===== src/design/oneshot_periodic_timer_bank_defines.svh =====
// Assertion macros shared by the timer bank RTL.
// Depends on nothing; included by the top level.
`ifndef ONESHOT_PERIODIC_TIMER_BANK_DEFINES_SVH
`define ONESHOT_PERIODIC_TIMER_BANK_DEFINES_SVH

// Antecedent holds in a cycle, so the consequent holds in the same cycle.
`define OPTB_ASSERT_SAME(label, clk, rst_n, ante, cons) \
    label: assert property (@(posedge clk) disable iff (!(rst_n)) (ante) |-> (cons)) \
        else $error("timer bank check failed");

// Antecedent holds in a cycle, so the consequent holds in the next cycle.
`define OPTB_ASSERT_NEXT(label, clk, rst_n, ante, cons) \
    label: assert property (@(posedge clk) disable iff (!(rst_n)) (ante) |=> (cons)) \
        else $error("timer bank check failed");

`endif


===== src/design/optb_pkg.sv =====
// Types and constants of the one-shot / periodic timer bank.
// Depends on nothing; used by optb_cell and the top level.
package optb_pkg;

    localparam int HANDLE_W = 5;
    localparam int DUR_W    = 32;
    localparam int MASK_W   = 16;

    localparam logic [2:0] REQ_TICK    = 3'd0;
    localparam logic [2:0] REQ_ADD_ONE = 3'd1;
    localparam logic [2:0] REQ_ADD_PER = 3'd2;
    localparam logic [2:0] REQ_DEL_ONE = 3'd3;
    localparam logic [2:0] REQ_DEL_PER = 3'd4;

    typedef struct packed {
        logic [2:0]          req_type;
        logic [DUR_W-1:0]    duration;
        logic [HANDLE_W-1:0] slot_handle;
    } t_req;

    typedef struct packed {
        logic [HANDLE_W-1:0] handle;
        logic                ok;
        logic [MASK_W-1:0]   oneshot_fired;
        logic [MASK_W-1:0]   periodic_fired;
    } t_result;

    // Per-bank command broadcast to every cell of that bank.
    typedef struct packed {
        logic                tick;
        logic                add;
        logic                del;
        logic [HANDLE_W-1:0] del_handle;
    } t_cell_ctl;

    // Data handed from one cell to the next along the chain.
    typedef struct packed {
        logic                claimed;
        logic [HANDLE_W-1:0] handle;
        logic                del_hit;
    } t_link;

endpackage


===== src/design/optb_cell.sv =====
// One timer slot: active flag, down counter and, for periodic slots, the period.
// Depends on optb_pkg.
module optb_cell #(
    parameter int COUNT_BITS  = 32,
    parameter int IDX         = 0,
    parameter bit IS_PERIODIC = 1'b0
) (
    input  logic                  i_clk,
    input  logic                  i_rst_n,
    input  optb_pkg::t_cell_ctl   i_ctl,
    input  logic [COUNT_BITS-1:0] i_load,
    input  optb_pkg::t_link       i_link,
    output optb_pkg::t_link       o_link,
    output logic                  o_fire
);
    import optb_pkg::*;

    localparam logic [HANDLE_W-1:0] MY_HANDLE = HANDLE_W'(IDX + 1);

    logic                  r_active;
    logic [COUNT_BITS-1:0] r_remaining;
    logic [COUNT_BITS-1:0] r_reload;
    logic                  take;
    logic                  del_me;

    // The lowest free cell whose lower neighbors are all busy takes the add.
    assign take   = i_ctl.add && !i_link.claimed && !r_active;
    assign del_me = i_ctl.del && r_active && (i_ctl.del_handle == MY_HANDLE);
    assign o_fire = i_ctl.tick && r_active && (r_remaining == COUNT_BITS'(1));

    always_comb begin
        o_link.claimed = i_link.claimed || !r_active;
        o_link.handle  = (!i_link.claimed && !r_active) ? MY_HANDLE : i_link.handle;
        o_link.del_hit = i_link.del_hit || del_me;
    end

    always_ff @(posedge i_clk) begin
        if (!i_rst_n) begin
            r_active <= 1'b0;
        end else if (take) begin
            r_active <= 1'b1;
        end else if (del_me) begin
            r_active <= 1'b0;
        end else if (o_fire && !IS_PERIODIC) begin
            r_active <= 1'b0;
        end
    end

    always_ff @(posedge i_clk) begin
        if (take) begin
            r_remaining <= i_load;
        end else if (del_me) begin
            r_remaining <= '0;
        end else if (o_fire) begin
            r_remaining <= IS_PERIODIC ? r_reload : '0;
        end else if (i_ctl.tick && r_active) begin
            r_remaining <= r_remaining - COUNT_BITS'(1);
        end
    end

    generate
        if (IS_PERIODIC) begin : g_period
            always_ff @(posedge i_clk) begin
                if (take) begin
                    r_reload <= i_load;
                end
            end
        end else begin : g_no_period
            assign r_reload = '0;
        end
    endgenerate

endmodule


===== src/design/oneshot_periodic_timer_bank.sv =====
// Top level of the one-shot / periodic software timer bank.
// Depends on optb_pkg, optb_cell and oneshot_periodic_timer_bank_defines.svh.
//
//   Channel   Signals                  Direction  Handshake
//   request   start, busy, i_req       in         taken when start=1 and busy=0
//   result    o_valid, o_result        out        one-cycle strobe, never stalled
//
// Every request is taken, and its result shows on o_result, with
// o_valid high, for exactly the cycle after it was taken. busy stays low, so a
// request may come in every cycle. The cycle is set by the slot cells: each does
// one counter decrement and compare, and the add search ripples through the chain.
// Reset (synchronous, active low) frees every slot and drops o_valid.
// The receiver cannot stall the block; a result not sampled is gone.
module oneshot_periodic_timer_bank #(
    parameter int ONESHOT_SLOTS  = 16,
    parameter int PERIODIC_SLOTS = 16,
    parameter int COUNT_BITS     = 32
) (
    input  logic              i_clk,
    input  logic              i_rst_n,
    input  logic              start,
    output logic              busy,
    input  optb_pkg::t_req    i_req,
    output logic              o_valid,
    output optb_pkg::t_result o_result
);
    import optb_pkg::*;

`include "oneshot_periodic_timer_bank_defines.svh"

    logic                  accept;
    logic                  dur_nonzero;
    logic [DUR_W-1:0]      dur_high;
    logic [COUNT_BITS-1:0] load_value;

    t_cell_ctl one_ctl;
    t_cell_ctl per_ctl;

    // Chains of links: entry 0 feeds cell 0, entry N is the end of the bank.
    t_link one_link [ONESHOT_SLOTS+1];
    t_link per_link [PERIODIC_SLOTS+1];

    logic [ONESHOT_SLOTS-1:0]  one_fire;
    logic [PERIODIC_SLOTS-1:0] per_fire;

    logic    r_valid;
    t_result r_result;
    t_result n_result;

    // The bank takes every request as it comes, so it is never busy.
    assign busy   = 1'b0;
    assign accept = start && !busy;

    // Durations beyond the counter width saturate to the largest count.
    assign dur_nonzero = |i_req.duration;
    assign dur_high    = i_req.duration >> COUNT_BITS;
    assign load_value  = (|dur_high) ? '1 : i_req.duration[COUNT_BITS-1:0];

    // Decode the request into a command for each bank.
    always_comb begin
        one_ctl            = '0;
        per_ctl            = '0;
        one_ctl.del_handle = i_req.slot_handle;
        per_ctl.del_handle = i_req.slot_handle;
        if (accept) begin
            unique case (i_req.req_type)
                REQ_TICK: begin
                    one_ctl.tick = 1'b1;
                    per_ctl.tick = 1'b1;
                end
                REQ_ADD_ONE: begin
                    one_ctl.add = dur_nonzero;
                end
                REQ_ADD_PER: begin
                    per_ctl.add = dur_nonzero;
                end
                REQ_DEL_ONE: begin
                    one_ctl.del = 1'b1;
                end
                REQ_DEL_PER: begin
                    per_ctl.del = 1'b1;
                end
                default: begin
                end
            endcase
        end
    end

    assign one_link[0] = '0;
    assign per_link[0] = '0;

    generate
        for (genvar g = 0; g < ONESHOT_SLOTS; g++) begin : g_one
            optb_cell #(
                .COUNT_BITS  (COUNT_BITS),
                .IDX         (g),
                .IS_PERIODIC (1'b0)
            ) u_cell (
                .i_clk   (i_clk),
                .i_rst_n (i_rst_n),
                .i_ctl   (one_ctl),
                .i_load  (load_value),
                .i_link  (one_link[g]),
                .o_link  (one_link[g+1]),
                .o_fire  (one_fire[g])
            );
        end
        for (genvar g = 0; g < PERIODIC_SLOTS; g++) begin : g_per
            optb_cell #(
                .COUNT_BITS  (COUNT_BITS),
                .IDX         (g),
                .IS_PERIODIC (1'b1)
            ) u_cell (
                .i_clk   (i_clk),
                .i_rst_n (i_rst_n),
                .i_ctl   (per_ctl),
                .i_load  (load_value),
                .i_link  (per_link[g]),
                .o_link  (per_link[g+1]),
                .o_fire  (per_fire[g])
            );
        end
    endgenerate

    // Assemble the answer from the ends of the two chains. The claimed flag at
    // the end of a chain says some cell was free, and the handle names the
    // lowest one. Fire bits are only nonzero on a tick.
    always_comb begin
        n_result                = '0;
        n_result.oneshot_fired  = MASK_W'(one_fire);
        n_result.periodic_fired = MASK_W'(per_fire);
        unique case (i_req.req_type)
            REQ_TICK: begin
                n_result.ok = 1'b1;
            end
            REQ_ADD_ONE: begin
                if (dur_nonzero && one_link[ONESHOT_SLOTS].claimed) begin
                    n_result.ok     = 1'b1;
                    n_result.handle = one_link[ONESHOT_SLOTS].handle;
                end
            end
            REQ_ADD_PER: begin
                if (dur_nonzero && per_link[PERIODIC_SLOTS].claimed) begin
                    n_result.ok     = 1'b1;
                    n_result.handle = per_link[PERIODIC_SLOTS].handle;
                end
            end
            REQ_DEL_ONE: begin
                n_result.ok = one_link[ONESHOT_SLOTS].del_hit;
            end
            REQ_DEL_PER: begin
                n_result.ok = per_link[PERIODIC_SLOTS].del_hit;
            end
            default: begin
            end
        endcase
    end

    always_ff @(posedge i_clk) begin
        if (!i_rst_n) begin
            r_valid <= 1'b0;
        end else begin
            r_valid <= accept;
        end
    end

    always_ff @(posedge i_clk) begin
        if (accept) begin
            r_result <= n_result;
        end
    end

    assign o_valid  = r_valid;
    assign o_result = r_result;

    // Each taken request gives exactly one result in the next cycle.
    `OPTB_ASSERT_NEXT(a_result_follows, i_clk, i_rst_n, accept, o_valid)
    `OPTB_ASSERT_NEXT(a_no_spurious_result, i_clk, i_rst_n, !accept, !o_valid)
    // A granted handle always comes with success.
    `OPTB_ASSERT_SAME(a_handle_means_ok, i_clk, i_rst_n,
        o_valid && (o_result.handle != '0), o_result.ok)
    // Expiry reports belong to ticks only, which carry no handle.
    `OPTB_ASSERT_SAME(a_fire_only_on_tick, i_clk, i_rst_n,
        o_valid && ((o_result.oneshot_fired != '0) || (o_result.periodic_fired != '0)),
        o_result.ok && (o_result.handle == '0))

endmodule

===== config.mk =====
export PLATFORM = sky130hd
export DESIGN_NAME = oneshot_periodic_timer_bank
export DESIGN_NICKNAME = d
export VERILOG_FILES = /design/src/design/optb_pkg.sv /design/src/design/optb_cell.sv /design/src/design/oneshot_periodic_timer_bank.sv
export VERILOG_INCLUDE_DIRS = /design/src /design/src/design
export SDC_FILE = /design/constraint.sdc
export NUM_CORES = 2
export LEC_CHECK = 0
export BUFFER_PORTS_ARGS = -buffer_cell sky130_fd_sc_hd__buf_2
export CORE_ASPECT_RATIO = 1.1
export CORE_UTILIZATION = 45
export DETAILED_ROUTE_END_ITERATION = 10
export GPL_TIMING_DRIVEN = 0
export SLEW_MARGIN = 20
export SYNTH_ARGS = -nofsm -noshare
export SYNTH_HDL_FRONTEND = slang
export SYNTH_HIERARCHICAL = 1
export SYNTH_SLANG_ARGS = --single-unit
export TNS_END_PERCENT = 50

===== constraint.sdc =====
create_clock -name i_clk -period 6.4 [get_ports i_clk]
set_clock_uncertainty 0.15 [all_clocks]
set_input_delay 0.96 -clock i_clk [delete_from_list [all_inputs] [get_ports i_clk]]
set_output_delay 0.96 -clock i_clk [all_outputs]
set_load 0.05 [all_outputs]

==> impl_metrics.toml <==
[critical_path]
r2r_end = "g_per[15].u_cell/r_remaining[15]"
setup.worst_path.end = "o_result[32]"
setup.worst_path.end_class = "flop"
worstPathArrival_ns = 6.26
timing.critical_path.from = "start"
worst_setup_path_start_kind = "input pin"
path_max_fanout = 25
cell_depth_of_the_worst_flop_to_flop_path = 22
worst_ep_required_time_ns = 6.81
r2r_slack_ns = 0.64
timing_worst_setup_path_type = "input pin to flop"
worst_r2r_startpoint = "g_per[0].u_cell/r_active"

[sta]
max_freq_mhz = 170.9
final.period_utilization = 0.9144
worstMarginPinSlew_ns = 1.219
layout_min_cycle_time_ns = 5.852
setup_viol_count_final = 0
timing.max_slew.rel_slack = 0.1871
count_of_endpoints_failing_hold_in_the_final_timing_report = 0
setup_total_negative_slack_ns = 0
worst_slack_ns = 0.5478
slew_violations = 0
rsz0062_at_grt = "false"

[clock_network]
clock_root_buffer = "clkbuf_16"
post_cts.repair.setup_buffers = 0
tritoncts = "yes"
numCtsBuffers = 172
cts-resized-gates = 0
htreeDepth = 4
count_of_clock_tree_sinks = 1607
insertion_delay_ns = 0.83
clk_transition_reported_paths_ns = 0.06
clock_path_buffers = 3
post_cts_hold_buffer_count = 0

[power]
design_power_uw = 22330
total_leakage_power_uw = 0.03356
cellPowerDensity_nw_per_um2 = 218.1
ir_drop_uv = 278.7

[place]
finalWeightedCongestion = 0.8567
detailed_place.area_sq_um = 96740
place.port_buffers = 81
pre_cts_slack_ns = -0.2101
dp_hpwl_microns = 171300

[logic_synthesis]
synth_top_family_by_area = "simple AND/OR/NAND/NOR gates"
synth_cells = 8359
synth-compound-area-share = 0.1055
synth.distinct_cells = 84
syn-mean-instance-area_sq_um = 10.89
adder_cell_fraction_of_synth_area = 0.008793
postSynth.topFlopCell = "edfxtp_1"
synth.yosys.warnings = 6
post_synth_and_or_nand_nor_area_fraction = 0.2328
muxShareOfSynthArea = 0.02352
ys_async_sr_fraction = 0
number_of_synthesized_flops_with_an_enable_pin = 1574
synthXorXnorAreaFrac = 0.07482
synth_seq_area_share = 0.5262
syn-cell-area_sq_um = 91070
synth.ff_latch_count = 1607

[final_layout]
areaGrowthSynthToFinish_pct = 12.42
stdcell_area_sq_um = 102400
layout.cells.most_common = "edfxtp_1"
finalNetCount = 8805
most-common-layout-cells = "1,574 x edfxtp_1, 1,132 x nand2_1, 595 x o21ai_0"
layout.core_utilization = 0.5110
fraction_of_final_layout_cells_sized_beyond_drive_strength_1 = 0.1301

[detailed_routing]
drc = 0
finalWirelength_microns = 269100
detailedRoute.firstPassIterationCount = 8
post_drt_wl_per_cell_microns = 23.31
dr_total_vias = 69130
drt-vias-per-instance = 5.988
drt_iter0_markers = 6808
drtAntennaViolNets = 0

[die]
initial_core_util = 0.4545
coreArea_sq_um = 200400
num_io_pins = 83
chipHeight_microns = 473.8
design.die.area_sq_um = 204200
die_width_microns = 430.9
floorplan.rows = 172

[run]
timing.max_cap.violations = 0

[global_routing]
grt_first_pass_wirelength_microns = 409200
gr-total-overflow = 0
first_global_vias = 67120
grt_antenna_before_repair = 15
grt.total_usage = 0.2592
grt_max_degree = 43

[run_status]
status = "finished clean"

[worst_hold_path]
hold_path.class = "input pin to flop"
how the worst min path moves through the flow:
stage                                             from                         endpoint  slack (ns)  depth (start not counted)
after CTS                                    i_req[25]    g_per[15].u_cell/r_reload[20]        0.27                          1
after global routing                         i_req[25]    g_per[15].u_cell/r_reload[20]        0.30                          1
after global placement        g_one[1].u_cell/r_active         g_one[1].u_cell/r_active        0.39                          2
final                                        i_req[25]    g_per[15].u_cell/r_reload[20]        0.32                          1
after floorplan               g_one[0].u_cell/r_active         g_one[0].u_cell/r_active        0.36                          2
after detailed placement  g_per[8].u_cell/r_reload[24]  g_per[8].u_cell/r_remaining[24]        0.41                          2
report_power, final:
part           total, uW  switching (uW)  internal (uW)
logic                741             581            160
clock network      10100            4340           5780
registers          11500            13.7          11500
state kept, by name, indices dropped and copies added, names as in the netlist:
signal and cells:
g_one.u_cell/r_active 16, g_per.u_cell/r_reload 512, g_one.u_cell/r_remaining 512, g_per.u_cell/r_remaining 512, o_valid 1, g_per.u_cell/r_active 16
o_result 38
Yosys cell counts, types with 111 or more instances:
library cell	number	area, sq um
nor2_1	444	1667
nor3_1	364	1822
xor2_1	263	2303
o21ai_1	530	2653
nand4_1	111	694.4
nand2_1	1148	4309
nor4_1	265	1658
nor2b_1	154	963.4
xnor2_1	515	4511
edfxtp_1	1574	47270
nand3_1	156	780.8
mux2i_1	214	2142
o21ai_0	595	2978
clkbuf_1	186	698.2
kinds of logic after synthesis:
group / count (synthesis)
xor+xnor: 778
simple gates: 3635
buf+inv: 472
compound gates: 1588
mux: 214
flops: 1607
other cells: 1
fa+ha+maj: 64
layout make-up:
cell class              count  area, sq um
flip-flops and latches   1607        47930
diodes                      4        10.01
clock buffers             220         4597
repair buffers            149         2146
plain buffers             366         2136
multi-input cells        6296        40710
fillers                 17660        97980
well taps                2697         3374
inverters                 106        462.9
clock inverters           101         1017
metal layers:
| metal | vias to the layer above | wire length (microns) | part of all wire | global-route usage |
|---|---|---|---|---|
| met4 | 6 | 10480 | 0.039 | 0.1011 |
| met2 | 2323 | 126500 | 0.47 | 0.4245 |
| li1 | 32150 | - | - | - |
| met1 | 34150 | 115900 | 0.43 | 0.3520 |
| met3 | 511 | 16220 | 0.060 | 0.02876 |
| met5 | - | 32 | 0.00012 | 0 |
stage by stage:
stage               std cells  hold slack (ns)
detailed placement      11220           0.4072
finish                  11550           0.3249
global route            11550           0.3011
global placement        11150           0.3941
floorplan                8375           0.3562
CTS                     11540           0.2693
critical path, cell delays in order:
cell and delay [ns]:
buf_6 0.18, buf_16 0.23, nor2b_1 0.19, and3_1 0.58
nand4b_1 0.40, nand2b_1 0.07, nand2b_1 0.18, or2_2 0.30
nand2b_1 0.13, or2_2 0.34, or2_2 0.30, nand2b_1 0.17
nand2b_1 0.15, nand2b_1 0.14, nand2b_1 0.20, nand2b_1 0.16
or2_2 0.29, or2_2 0.32, or2_2 0.30, nand2b_1 0.20
nand2b_1 0.17, nand4_1 0.11, o211ai_2 0.09
No activity file was read; power rests on OpenSTA's default activity.
